**config.mk**
```make
export PLATFORM = sky130hd
export DESIGN_NAME = hysteresis_peak_counter_core
export DESIGN_NICKNAME = d
export VERILOG_FILES = /design/src/rtl/hpc_pkg.sv /design/src/rtl/hysteresis_peak_counter_core.sv /design/src/rtl/hpc_front.sv /design/src/rtl/hpc_queue.sv /design/src/rtl/hpc_back.sv
export SDC_FILE = /design/constraint.sdc
export NUM_CORES = 1
export LEC_CHECK = 0
export BUFFER_PORTS_ARGS = -buffer_cell sky130_fd_sc_hd__buf_2
export CORE_MARGIN = 8
export CORE_UTILIZATION = 40
export DETAILED_ROUTE_END_ITERATION = 16
export GPL_ROUTABILITY_DRIVEN = 0
export PLACE_DENSITY = 0.6
export SLEW_MARGIN = 40
export SYNTH_ARGS = -nofsm -noshare
export SYNTH_HDL_FRONTEND = slang
export SYNTH_SLANG_ARGS = --single-unit
```
**constraint.sdc**
```tcl
create_clock -name i_clk -period 18.7 [get_ports i_clk]
set_input_delay 0 -clock i_clk [delete_from_list [all_inputs] [get_ports i_clk]]
set_output_delay 0 -clock i_clk [all_outputs]
set_load 0.05 [all_outputs]
```
**src/rtl/hpc_pkg.sv**
```systemverilog
// Shared types, codes and helper functions of the hysteresis peak counter.
`default_nettype none

package hpc_pkg;

    // Width of every configuration register.
    localparam int CFG_WIDTH       = 16;
    localparam int CFG_INDEX_WIDTH = 2;
    localparam int OUT_COUNT_WIDTH = 16;
    localparam int QUEUE_DEPTH     = 4;

    // Configuration register indexes.
    localparam logic [CFG_INDEX_WIDTH-1:0] CFG_IDX_LOW_THRESHOLD  = 2'd0;
    localparam logic [CFG_INDEX_WIDTH-1:0] CFG_IDX_HIGH_THRESHOLD = 2'd1;
    localparam logic [CFG_INDEX_WIDTH-1:0] CFG_IDX_MIN_PEAKS      = 2'd2;
    localparam logic [CFG_INDEX_WIDTH-1:0] CFG_IDX_MAX_PEAKS      = 2'd3;

    // Reset values of the configuration registers.
    localparam logic signed [CFG_WIDTH-1:0] LOW_THRESHOLD_RST  = 16'sd0;
    localparam logic signed [CFG_WIDTH-1:0] HIGH_THRESHOLD_RST = 16'sd4096;
    localparam logic [CFG_WIDTH-1:0]        MIN_PEAKS_RST      = 16'd0;
    localparam logic [CFG_WIDTH-1:0]        MAX_PEAKS_RST      = 16'hFFFF;

    // Result codes.
    typedef enum logic [1:0] {
        VERDICT_NO_HAND   = 2'd0,
        VERDICT_HAND      = 2'd1,
        VERDICT_TOO_SHORT = 2'd2
    } t_verdict;

    // Slope sign codes (two's complement of -1, 0, +1).
    typedef enum logic [1:0] {
        SIGN_ZERO = 2'b00,
        SIGN_POS  = 2'b01,
        SIGN_NEG  = 2'b11
    } t_sign;

    // How many samples of the current sequence the front has seen.
    typedef enum logic [1:0] {
        SEEN_NONE = 2'd0,
        SEEN_ONE  = 2'd1,
        SEEN_MANY = 2'd2
    } t_seen;

    // Work flags of one queued entry.
    typedef struct packed {
        logic op1_valid;   // track the older sample
        logic op2_valid;   // track the previous sample (end of sequence)
        logic last;        // entry closes the sequence and yields a result
        logic too_short;   // sequence held a single sample
    } t_op_flags;

    // Configuration register set.
    typedef struct packed {
        logic signed [CFG_WIDTH-1:0] low_threshold;
        logic signed [CFG_WIDTH-1:0] high_threshold;
        logic [CFG_WIDTH-1:0]        min_peaks;
        logic [CFG_WIDTH-1:0]        max_peaks;
    } t_cfg;

    // Sign code from the two compare results.
    function automatic t_sign sign_code(input logic gt, input logic lt);
        t_sign s;
        if (gt) begin
            s = SIGN_POS;
        end else if (lt) begin
            s = SIGN_NEG;
        end else begin
            s = SIGN_ZERO;
        end
        return s;
    endfunction

    // Product of two signs is zero or negative: a turning point or a flat.
    function automatic logic is_turn(input t_sign a, input t_sign b);
        return (a == SIGN_ZERO) || (b == SIGN_ZERO) || (a != b);
    endfunction

endpackage

`default_nettype wire

```
**src/rtl/hysteresis_peak_counter_core.sv**
```systemverilog
// Top level of the hysteresis peak counter: config registers, front, queue, back.
// One curvature sample is taken every clock cycle while input stall is low; a
// result beat (verdict and peak count) follows the sample flagged last through the
// queue and the result register when the output is free. The front end forms slope
// signs and sends tracker work through a four-entry queue to the back end, which
// applies both tracker updates of a sample in one combinational tracker step. Input
// stall rises only when the queue fills because the result register is held by
// output stall. Configuration may be written only while no sequence is in flight.
`default_nettype none

module hysteresis_peak_counter_core
    import hpc_pkg::*;
#(
    parameter int SAMPLE_WIDTH = 16,
    parameter int COUNT_WIDTH  = 16
) (
    input  wire logic                           i_clk,
    input  wire logic                           i_rst_n,
    input  wire logic                           i_in_valid,
    output logic                                o_in_stall,
    input  wire logic signed [SAMPLE_WIDTH-1:0] i_sample,
    input  wire logic                           i_last,
    output logic                                o_out_valid,
    input  wire logic                           i_out_stall,
    output logic [1:0]                          o_verdict,
    output logic [OUT_COUNT_WIDTH-1:0]          o_peak_count,
    input  wire logic                           i_cfg_we,
    input  wire logic [CFG_INDEX_WIDTH-1:0]     i_cfg_index,
    input  wire logic [CFG_WIDTH-1:0]           i_cfg_data
);

    localparam int FLAG_W = $bits(t_op_flags);
    localparam int Q_W    = FLAG_W + 2 * SAMPLE_WIDTH;

    t_cfg r_cfg;

    logic                           q_full, q_valid, push, pop;
    t_op_flags                      f_flags, b_flags;
    logic signed [SAMPLE_WIDTH-1:0] f_cur1, f_cur2, b_cur1, b_cur2;
    logic [Q_W-1:0]                 q_wdata, q_rdata;

    // Configuration registers
    always_ff @(posedge i_clk) begin
        if (!i_rst_n) begin
            r_cfg.low_threshold  <= LOW_THRESHOLD_RST;
            r_cfg.high_threshold <= HIGH_THRESHOLD_RST;
            r_cfg.min_peaks      <= MIN_PEAKS_RST;
            r_cfg.max_peaks      <= MAX_PEAKS_RST;
        end else if (i_cfg_we) begin
            case (i_cfg_index)
                CFG_IDX_LOW_THRESHOLD:  r_cfg.low_threshold  <= i_cfg_data;
                CFG_IDX_HIGH_THRESHOLD: r_cfg.high_threshold <= i_cfg_data;
                CFG_IDX_MIN_PEAKS:      r_cfg.min_peaks      <= i_cfg_data;
                CFG_IDX_MAX_PEAKS:      r_cfg.max_peaks      <= i_cfg_data;
                default: begin
                end
            endcase
        end
    end

    hpc_front #(
        .SAMPLE_WIDTH (SAMPLE_WIDTH)
    ) u_front (
        .i_clk      (i_clk),
        .i_rst_n    (i_rst_n),
        .i_in_valid (i_in_valid),
        .o_in_stall (o_in_stall),
        .i_sample   (i_sample),
        .i_last     (i_last),
        .i_q_full   (q_full),
        .o_push     (push),
        .o_flags    (f_flags),
        .o_cur1     (f_cur1),
        .o_cur2     (f_cur2)
    );

    // Queue entry packing
    assign q_wdata = {f_flags, f_cur1, f_cur2};
    assign b_flags = t_op_flags'(q_rdata[Q_W-1 -: FLAG_W]);
    assign b_cur1  = q_rdata[2*SAMPLE_WIDTH-1 -: SAMPLE_WIDTH];
    assign b_cur2  = q_rdata[SAMPLE_WIDTH-1:0];

    hpc_queue #(
        .DATA_WIDTH (Q_W)
    ) u_queue (
        .i_clk   (i_clk),
        .i_rst_n (i_rst_n),
        .i_push  (push),
        .i_data  (q_wdata),
        .o_full  (q_full),
        .o_valid (q_valid),
        .o_data  (q_rdata),
        .i_pop   (pop)
    );

    hpc_back #(
        .SAMPLE_WIDTH (SAMPLE_WIDTH),
        .COUNT_WIDTH  (COUNT_WIDTH)
    ) u_back (
        .i_clk        (i_clk),
        .i_rst_n      (i_rst_n),
        .i_q_valid    (q_valid),
        .i_flags      (b_flags),
        .i_cur1       (b_cur1),
        .i_cur2       (b_cur2),
        .o_pop        (pop),
        .i_cfg        (r_cfg),
        .o_out_valid  (o_out_valid),
        .i_out_stall  (i_out_stall),
        .o_verdict    (o_verdict),
        .o_peak_count (o_peak_count)
    );

endmodule

`default_nettype wire

```
**src/rtl/hpc_front.sv**
```systemverilog
// Front end: accepts samples, forms slope signs and classifies tracker work.
`default_nettype none

module hpc_front
    import hpc_pkg::*;
#(
    parameter int SAMPLE_WIDTH = 16
) (
    input  wire logic                           i_clk,
    input  wire logic                           i_rst_n,
    input  wire logic                           i_in_valid,
    output logic                                o_in_stall,
    input  wire logic signed [SAMPLE_WIDTH-1:0] i_sample,
    input  wire logic                           i_last,
    input  wire logic                           i_q_full,
    output logic                                o_push,
    output t_op_flags                           o_flags,
    output logic signed [SAMPLE_WIDTH-1:0]      o_cur1,
    output logic signed [SAMPLE_WIDTH-1:0]      o_cur2
);

    t_seen                          r_seen, n_seen;
    t_sign                          r_sign, n_sign;
    logic signed [SAMPLE_WIDTH-1:0] r_older, n_older;
    logic signed [SAMPLE_WIDTH-1:0] r_prev, n_prev;

    logic  accept;
    t_sign d_old;
    t_sign d_prev;

    // Classify the beat and work out the next sequence state
    always_comb begin
        accept  = i_in_valid && !i_q_full;
        d_old   = sign_code(i_sample > r_older, i_sample < r_older);
        d_prev  = sign_code(i_sample > r_prev, i_sample < r_prev);
        o_flags = '0;
        o_cur1  = r_older;
        o_cur2  = r_prev;
        n_seen  = r_seen;
        n_sign  = r_sign;
        n_older = r_older;
        n_prev  = r_prev;

        case (r_seen)
            SEEN_NONE: begin
                if (i_last) begin
                    o_flags.last      = 1'b1;
                    o_flags.too_short = 1'b1;
                end else begin
                    n_prev = i_sample;
                    n_seen = SEEN_ONE;
                end
            end
            SEEN_ONE: begin
                n_sign = d_prev;
                if (i_last) begin
                    o_flags.last      = 1'b1;
                    o_flags.op2_valid = is_turn(d_prev, d_prev);
                    n_seen            = SEEN_NONE;
                end else begin
                    n_older = r_prev;
                    n_prev  = i_sample;
                    n_seen  = SEEN_MANY;
                end
            end
            SEEN_MANY: begin
                n_sign            = d_old;
                o_flags.op1_valid = is_turn(r_sign, d_old);
                if (i_last) begin
                    o_flags.last      = 1'b1;
                    o_flags.op2_valid = is_turn(d_old, d_prev);
                    n_seen            = SEEN_NONE;
                end else begin
                    n_older = r_prev;
                    n_prev  = i_sample;
                end
            end
            default: begin
                n_seen = SEEN_NONE;
            end
        endcase

        // only beats with tracker work or a result go to the queue
        o_push     = accept && (o_flags.op1_valid || o_flags.last);
        o_in_stall = i_q_full;
    end

    // Sequence control state
    always_ff @(posedge i_clk) begin
        if (!i_rst_n) begin
            r_seen <= SEEN_NONE;
        end else if (accept) begin
            r_seen <= n_seen;
        end
    end

    // Sample history, read only once the count says it is valid
    always_ff @(posedge i_clk) begin
        if (accept) begin
            r_sign  <= n_sign;
            r_older <= n_older;
            r_prev  <= n_prev;
        end
    end

endmodule

`default_nettype wire

```
**src/rtl/hpc_queue.sv**
```systemverilog
// Small register FIFO between the front end and the tracker.
`default_nettype none

module hpc_queue
    import hpc_pkg::*;
#(
    parameter int DATA_WIDTH = 36
) (
    input  wire logic                  i_clk,
    input  wire logic                  i_rst_n,
    input  wire logic                  i_push,
    input  wire logic [DATA_WIDTH-1:0] i_data,
    output logic                       o_full,
    output logic                       o_valid,
    output logic [DATA_WIDTH-1:0]      o_data,
    input  wire logic                  i_pop
);

    localparam int PTR_W = $clog2(QUEUE_DEPTH);
    localparam int CNT_W = $clog2(QUEUE_DEPTH + 1);

    logic [DATA_WIDTH-1:0] r_mem [QUEUE_DEPTH];
    logic [PTR_W-1:0]      r_wr_ptr, r_rd_ptr;
    logic [CNT_W-1:0]      r_count, n_count;

    // Status and head entry
    always_comb begin
        o_full  = (r_count == CNT_W'(QUEUE_DEPTH));
        o_valid = (r_count != '0);
        o_data  = r_mem[r_rd_ptr];
        n_count = r_count;
        if (i_push && !i_pop) begin
            n_count = r_count + 1'b1;
        end else if (!i_push && i_pop) begin
            n_count = r_count - 1'b1;
        end
    end

    // Pointers and fill level
    always_ff @(posedge i_clk) begin
        if (!i_rst_n) begin
            r_wr_ptr <= '0;
            r_rd_ptr <= '0;
            r_count  <= '0;
        end else begin
            if (i_push) begin
                r_wr_ptr <= r_wr_ptr + 1'b1;
            end
            if (i_pop) begin
                r_rd_ptr <= r_rd_ptr + 1'b1;
            end
            r_count <= n_count;
        end
    end

    // Entry storage
    always_ff @(posedge i_clk) begin
        if (i_push) begin
            r_mem[r_wr_ptr] <= i_data;
        end
    end

endmodule

`default_nettype wire

```
**src/rtl/hpc_back.sv**
```systemverilog
// Back end: hysteresis tracker, peak counter and result register.
`default_nettype none

module hpc_back
    import hpc_pkg::*;
#(
    parameter int SAMPLE_WIDTH = 16,
    parameter int COUNT_WIDTH  = 16
) (
    input  wire logic                           i_clk,
    input  wire logic                           i_rst_n,
    input  wire logic                           i_q_valid,
    input  wire t_op_flags                      i_flags,
    input  wire logic signed [SAMPLE_WIDTH-1:0] i_cur1,
    input  wire logic signed [SAMPLE_WIDTH-1:0] i_cur2,
    output logic                                o_pop,
    input  wire t_cfg                           i_cfg,
    output logic                                o_out_valid,
    input  wire logic                           i_out_stall,
    output logic [1:0]                          o_verdict,
    output logic [OUT_COUNT_WIDTH-1:0]          o_peak_count
);

    localparam int XW = (SAMPLE_WIDTH > CFG_WIDTH) ? SAMPLE_WIDTH : CFG_WIDTH;
    localparam int VW = (COUNT_WIDTH > CFG_WIDTH) ? COUNT_WIDTH : CFG_WIDTH;

    logic                           r_seek;
    logic signed [SAMPLE_WIDTH-1:0] r_ext;
    logic [COUNT_WIDTH-1:0]         r_peaks;
    logic                           r_out_valid;
    t_verdict                       r_verdict, n_verdict;
    logic [OUT_COUNT_WIDTH-1:0]     r_count_out, n_count_out;

    logic                           seek1, seek2;
    logic signed [SAMPLE_WIDTH-1:0] ext1, ext2;
    logic [COUNT_WIDTH-1:0]         cnt1, cnt2;
    logic                           in_window;

    // One tracker update: count a peak or re-arm, then remember the sample
    function automatic void track_step(
        input  logic                           en,
        input  logic                           seek_in,
        input  logic signed [SAMPLE_WIDTH-1:0] ext_in,
        input  logic [COUNT_WIDTH-1:0]         cnt_in,
        input  logic signed [SAMPLE_WIDTH-1:0] cur,
        input  t_cfg                           cfg,
        output logic                           seek_out,
        output logic signed [SAMPLE_WIDTH-1:0] ext_out,
        output logic [COUNT_WIDTH-1:0]         cnt_out
    );
        logic signed [XW-1:0] ext_x;
        logic signed [XW-1:0] hi_x;
        logic signed [XW-1:0] lo_x;
        ext_x    = XW'(ext_in);
        hi_x     = XW'(cfg.high_threshold);
        lo_x     = XW'(cfg.low_threshold);
        seek_out = seek_in;
        ext_out  = ext_in;
        cnt_out  = cnt_in;
        if (en) begin
            if (seek_in) begin
                if ((cur < ext_in) && (ext_x >= hi_x)) begin
                    seek_out = 1'b0;
                    if (cnt_in != '1) begin
                        cnt_out = cnt_in + 1'b1;
                    end
                end
            end else if ((cur > ext_in) && (ext_x < lo_x)) begin
                seek_out = 1'b1;
            end
            ext_out = cur;
        end
    endfunction

    // Both tracker updates of one entry, then the verdict
    always_comb begin
        track_step(i_flags.op1_valid, r_seek, r_ext, r_peaks, i_cur1, i_cfg,
                   seek1, ext1, cnt1);
        track_step(i_flags.op2_valid, seek1, ext1, cnt1, i_cur2, i_cfg,
                   seek2, ext2, cnt2);

        in_window = (VW'(cnt2) >= VW'(i_cfg.min_peaks)) &&
                    (VW'(cnt2) <= VW'(i_cfg.max_peaks));

        if (i_flags.too_short) begin
            n_verdict   = VERDICT_TOO_SHORT;
            n_count_out = '0;
        end else begin
            n_verdict   = in_window ? VERDICT_HAND : VERDICT_NO_HAND;
            n_count_out = OUT_COUNT_WIDTH'(cnt2);
        end

        // a result entry waits while the output register is held
        o_pop = i_q_valid && (!i_flags.last || !r_out_valid || !i_out_stall);

        o_out_valid  = r_out_valid;
        o_verdict    = r_verdict;
        o_peak_count = r_count_out;
    end

    // Tracker state, cleared at the end of every sequence
    always_ff @(posedge i_clk) begin
        if (!i_rst_n) begin
            r_seek  <= 1'b1;
            r_ext   <= '0;
            r_peaks <= '0;
        end else if (o_pop) begin
            if (i_flags.last) begin
                r_seek  <= 1'b1;
                r_ext   <= '0;
                r_peaks <= '0;
            end else begin
                r_seek  <= seek2;
                r_ext   <= ext2;
                r_peaks <= cnt2;
            end
        end
    end

    // Output beat valid
    always_ff @(posedge i_clk) begin
        if (!i_rst_n) begin
            r_out_valid <= 1'b0;
        end else if (o_pop && i_flags.last) begin
            r_out_valid <= 1'b1;
        end else if (!i_out_stall) begin
            r_out_valid <= 1'b0;
        end
    end

    // Output payload
    always_ff @(posedge i_clk) begin
        if (o_pop && i_flags.last) begin
            r_verdict   <= n_verdict;
            r_count_out <= n_count_out;
        end
    end

endmodule

`default_nettype wire

```
==> flow_metrics.tcl, run 1 <==
set metrics [dict create \
    fillCellCount 3857 \
    hold_viol 0 \
    drc 0 \
    initial_core_util_pct 40.3 \
    layout_setup_ws_ns 10.77 \
    synthCells 1558 \
    insertion_delay_ns 0.56 \
    max_freq_mhz 126 \
    wl_mm 40.6 \
    viasPerCell 5.42 \
    synth.area.mux_share_pct 5.94 \
    leakage_nw 7.43 \
    syn_area_per_cell_sq_um 10.8 \
    synth_area_leader_cell "edfxtp_1" \
    dieArea_sq_um 48800 \
    die_x_um 221 \
    yosys.area_share.simple_pct 13.5 \
    vdd_drop_max_mv 0.0561 \
    yosys_warnings 0 \
    ys_ff_latch 305 \
    maxCapViolations 0 \
    setup_viol 0 \
    place_hpwl_mm 29.4 \
    rows 75 \
    drt-initial-drc-count 870 \
    clock-root-buffer "clkbuf_16" \
    synth-seq-area-share_pct 48.1 \
    synth_top_area_share_pct 35.1 \
    cts_tree "built" \
    grt_pass1_wl_mm 66.5 \
    vias 12030 \
    io_buffers 59 \
    tightest_slew_ns 0.822 \
    n_antenna_cell 0 \
    synthArstFlopShare_pct 0 \
    slew-limit-headroom_pct 45.2 \
    finalMaxSlewViolations 0 \
    critical_path_class "flop to flop" \
    grt_overflow_total 0 \
    fin_tns_setup_ns 0 \
    period_needed_ns 7.93 \
    cts-buffers-inserted 36 \
    drive_above_1_share_pct 12.4 \
    synthAdderAreaFrac_pct 12.8 \
    synth_top_family_by_area "compound AO/OA/AOI/OAI gates" \
    synth_compound_area_share_pct 14.0 \
    start_kind "flop" \
    die_h_um 221 \
    clock_sinks 305 \
    ys_types 86 \
    status "finished, final reports clean" \
    dr.pass1.iters 7 \
    power.density_nw_per_um2 128 \
    cp_slowest_cell "a21oi_1" \
    cp_common_cell "o21a_1" \
    area_growth_pct 14.4 \
    crit_fanout 37 \
    core_sq_um 41700 \
    synthTopCellsByArea "edfxtp_1 35%, dfxtp_1 13%, ha_1 13%" \
    path_clk_slew_ns 0.06 \
    finClkSkew_ns 0.0289 \
    synth_ff_type "edfxtp_1" \
    cpPeakStageDelay_ns 0.68 \
    hold_slack_ns 0.0195 \
    holdCritPathClass "input pin to flop" \
    htreeDepth 2 \
    finalCritPeriodShare_pct 42.4 \
    io_pins 60 \
    ctsResizeCount 0 \
    rsz0062_at_grt "false" \
    synth_xor_area_share_pct 0.940 \
    dp_worst_setup_slack_ns 10.82 \
    antenna_found_initial 0 \
    end_kind "flop" \
    syn-num-nets 1769 \
    grt_max_degree 100 \
    ant_nets 0 \
    fin_nets 1865 \
    grt_pass1_vias 12331 \
    wire_per_inst_um 18.3 \
    synth_area_sq_um 16800 \
    cts_buffer_depth 3 \
    synth_edf_count 196 \
    track_usage_pct 16.7 \
    arrival_ns 8.33 \
    cp.required_ns 19.10 \
]
[cells by family after synthesis]
group                      after synthesis
and+or+nand+nor                        461
AOI/OAI and AO/OA                      341
DFF                                    305
buffers and inverters                  208
adders and majority gates              171
muxes                                   54
xor gates and xnor gates                18
[cells in the mapped netlist, types with 3 or more instances]
cell type,instances
o21a_1,16
nor2b_1,19
or2_2,5
o21ai_1,5
a31oi_1,13
mux2i_1,10
o21ai_0,47
or3_1,4
a21o_1,26
clkbuf_1,44
a21oi_1,63
a211o_1,4
xor2_1,9
nand2_1,207
buf_2,5
nor3_1,21
nor2_1,60
and3_1,11
a211oi_1,9
a31o_2,3
mux4_2,35
dfxtp_1,109
o211ai_1,42
nor4_1,6
o31ai_1,4
nand3_1,25
nand3b_1,4
edfxtp_1,196
ha_1,170
a21boi_0,70
nand2b_1,13
a22o_1,6
xnor2_1,9
buf_1,5
nand4_1,31
mux2_2,6
inv_1,152
and2_1,27
nor3b_1,7
[cell usage in the layout, fill, tap and decap left out, types with 5 or more instances in the layout]
cell,n
nand2_1,207
edfxtp_1,196
ha_1,170
inv_1,151
dfxtp_1,108
a21boi_0,70
a21oi_1,63
nor2_1,59
buf_2,59
o21ai_0,47
o211ai_1,42
dlygate4sd3_1,39
clkbuf_16,36
mux4_2,35
nand4_1,31
a21o_1,26
and2_1,26
nand3_1,25
nor3_1,20
nor2b_1,19
o21a_1,16
buf_4,14
a31oi_1,13
nand2b_1,13
clkinv_1,11
and3_1,10
mux2i_1,10
a211oi_1,9
xnor2_1,9
xor2_1,9
nor3b_1,6
mux2_2,6
nor4_1,6
a22o_1,6
or2_2,5
[layout make-up]
cell class                      instances  area, sq um  area share [%]
Sequential cell                       305         8070            42.0
Multi-Input combinational cell       1045         7940            41.3
Clock buffer                           42          953            4.97
Timing Repair Buffer                  113          802            4.18
Tap cell                              539          674            3.51
Inverter                              153          574            2.99
Clock inverter                         22          186           0.971
[critical path, delay by kind of cell (launching register included)]
kind                     cells  cell delay [ns]
adder cells (fa/ha/maj)      3             0.89
buffers and inverters        1             0.56
AO/OA/AOI/OAI               14             3.11
flip-flops                   1             0.31
multiplexers                 2             0.97
AND/OR/NAND/NOR              9             1.57
XOR/XNOR                     1             0.32
[flip-flops by register name, indices dropped and copies added (netlist names), 3 cells and up, named ones only]
signal / cells
u_back.r_ext: 16
u_queue.r_mem: 144
u_queue.r_count: 3
r_cfg: 64
u_front.o_cur1: 16
u_front.o_cur2: 16
u_back.o_peak_count: 16
u_back.r_peaks: 16
[layer usage]
metal	up-vias	global-route usage [%]	share of wire [%]
li1	5863	-	-
met1	5807	22.3	47
met2	284	27.5	46
met3	76	2.30	3.9
met4	0	6.26	2.9
met5	-	0	0
[what timing repair did]
| item | in CTS | in global routing |
|---|---|---|
| endpoints found under the hold margin | 96 | 0 |
| endpoints found under the setup margin | 0 | 0 |
| setup buffers | 0 | 0 |
| hold buffers | 39 | 0 |
[metrics by stage]
step	total power, mW	instance area, sq um	std cells	utilization [%]
after floorplan	1.53	16800	1558	-
after global placement	1.77	17700	2116	42.4
after detailed placement	1.79	17700	2116	42.4
after CTS	2.48	19200	2219	46.1
after global routing	2.62	19200	2219	46.1
final	2.45	19200	2219	46.1
[worst paths after layout]
path | end | slack [ns] | depth (start not counted) | start
max | u_back.o_verdict[0]$_SDFFCE_PP0P_ | 10.77 | 30 | flop
min | r_cfg[18]$_SDFFE_PN0P_ | 0.02 | 5 | i_cfg_we
max reg2reg | u_back.o_verdict[0]$_SDFFCE_PP0P_ | 10.77 | 30 | flop
min reg2reg | r_cfg[26]$_SDFFE_PN0P_ | 0.46 | 2 | r_cfg[26]$_SDFFE_PN0P_
[report_power, final]
part | switching, mW | total, mW | internal, mW
combinational | 0.596 | 0.954 | 0.359
sequential | 0.0402 | 0.828 | 0.788
clock | 0.288 | 0.671 | 0.384
total | 0.923 | 2.45 | 1.53
No activity file was read; power rests on OpenSTA's default activity.
==> inputs of run 2 (changes only) <==
Clock period 18.7 ns to 7.7 ns, I/O delays scaled along.
==> flow_metrics.tcl, run 2 (synthesized netlist as in run 1, its figures left out) <==
set metrics [dict create \
    status "finished, final reports clean" \
    cts-buffers-inserted 35 \
    layout_commonest_cell "nand2_1" \
    period_needed_ns 7.05 \
    slew-limit-headroom_pct 48.2 \
    layout_setup_ws_ns 0.646 \
    core_sq_um 41700 \
    vdd_drop_max_mv 0.162 \
    io_pins 60 \
    antenna_found_initial 0 \
    rsz0062_at_grt "false" \
    start_kind "flop" \
    max_freq_mhz 142 \
    grt_overflow_total 0 \
    cp.required_ns 8.10 \
    area_growth_pct 14.9 \
    maxCapViolations 0 \
    rows 75 \
    wl_mm 40.3 \
    n_antenna_cell 0 \
    io_buffers 59 \
    layout_common_cells "207 x nand2_1, 196 x edfxtp_1, 170 x ha_1" \
    holdCritPathClass "input pin to flop" \
    hold_slack_ns 0.0883 \
    setup_viol 0 \
    track_usage_pct 16.4 \
    routed-wl-met3_mm 1.97 \
    insertion_delay_ns 0.55 \
    grt_pass1_vias 12022 \
    grt_max_degree 100 \
    cpPeakStageDelay_ns 0.55 \
    largest-register "u_queue.r_mem" \
    htreeDepth 2 \
    place_hpwl_mm 29.7 \
    cts_buffer_depth 3 \
    end_kind "flop" \
    vias 12056 \
    final_cell_area_sq_um 19300 \
    largest_reg_flops 144 \
    min-delay-start "i_rst_n" \
    dr.pass1.iters 5 \
    cts_tree "built" \
    critical_path_class "flop to flop" \
    viasPerCell 5.42 \
    finalMaxSlewViolations 0 \
    fin_tns_setup_ns 0 \
    leakage_nw 7.48 \
    crit_fanout 27 \
    clock_sinks 305 \
    initial_core_util_pct 40.3 \
    die_h_um 221 \
    hold_viol 0 \
    arrival_ns 7.45 \
    drive_above_1_share_pct 12.9 \
    finClkSkew_ns 0.0235 \
    tightest_slew_ns 0.773 \
    path_clk_slew_ns 0.06 \
    holdPathStages 3 \
    reg_top3 "u_queue.r_mem x144, r_cfg x64" \
    dieArea_sq_um 48800 \
    cp_common_cell "o21a_1" \
    top_layer_used "met4" \
    cp_slowest_cell "mux4_2" \
    fin_nets 1871 \
    drt-initial-drc-count 813 \
    ant_nets 0 \
    die_x_um 221 \
    stdcell_count 2226 \
    holdPathEnd "r_cfg[1]$_SDFFE_PN1P_" \
    drc 0 \
    wire_per_inst_um 18.1 \
    grt_pass1_wl_mm 64.8 \
    dp_worst_setup_slack_ns 0.556 \
    r2r_setup_slack_ns 0.65 \
    clock-root-buffer "clkbuf_16" \
    postPlaceCellArea_sq_um 17700 \
    post_cts_buffers 0 \
    finalCritPeriodShare_pct 91.6 \
    r2r-end "u_back.o_verdict[0]$_SDFFCE_PP0P_" \
    wl_met1_mm 18.4 \
    dr_wl_met2_mm 18.5 \
    reg2reg_depth 30 \
    power.density_nw_per_um2 312 \
    dp_cells 2122 \
]
-- run 2: through the flow --
stage          utilization (%)  power [mW]
2_1_floorplan                -        3.71
3_3_place_gp              42.5        4.33
3_5_place_dp              42.5        4.39
4_1_cts                   46.2        6.08
5_1_grt                   46.3        6.44
6_report                  46.3        6.02
-- run 2: metal layers --
| layer | global-route usage [%] | vias to the layer above |
|---|---|---|
| met1 | 21.4 | 5769 |
| met4 | 7.28 | 0 |
| met5 | 0 | - |
| met3 | 2.67 | 84 |
| met2 | 26.6 | 320 |
| li1 | - | 5883 |
-- run 2: how the worst max path moves through the flow --
| stage | startpoint | end | slack, ns | depth (start not counted) |
|---|---|---|---|---|
| floorplan | flop | u_back.o_verdict[0]$_SDFFCE_PP0P_ | 0.84 | 31 |
| global placement | flop | u_back.o_verdict[0]$_SDFFCE_PP0P_ | 0.70 | 26 |
| detailed placement | flop | u_back.o_verdict[0]$_SDFFCE_PP0P_ | 0.56 | 22 |
| CTS | flop | u_back.o_verdict[0]$_SDFFCE_PP0P_ | 0.55 | 22 |
| global route | flop | u_back.o_verdict[0]$_SDFFCE_PP0P_ | 0.12 | 30 |
| finish | flop | u_back.o_verdict[0]$_SDFFCE_PP0P_ | 0.65 | 30 |
-- run 2: area by class of cell --
class,instances,area [sq um]
Fill cell,3828,22400
Timing Repair Buffer,120,870
Clock inverter,24,240
Clock buffer,40,905
Sequential cell,305,8070
Multi-Input combinational cell,1045,7950
Inverter,153,574
Tap cell,539,674
-- run 2: timing repair --
item	CTS	global route
gates resized for setup	0	1
endpoints found under the hold margin	98	0
hold buffers	40	0
endpoints found under the setup margin	0	1
-- run 2: worst max-delay path: cells and delay by family, from the launching register on --
family,cells,cell delay (ns)
buffers and inverters,1,0.25
muxes,2,0.91
and+or+nand+nor,9,1.38
AOI/OAI and AO/OA,14,2.78
adders and majority gates,3,0.88
DFF,1,0.41
xor gates and xnor gates,1,0.26
-- run 2: where the power goes --
| part | internal [mW] | switching (mW) | total [mW] |
|---|---|---|---|
| Clock | 0.962 | 0.685 | 1.65 |
| Sequential | 1.91 | 0.102 | 2.02 |
| Combinational | 0.894 | 1.46 | 2.36 |
| Total | 3.77 | 2.25 | 6.02 |
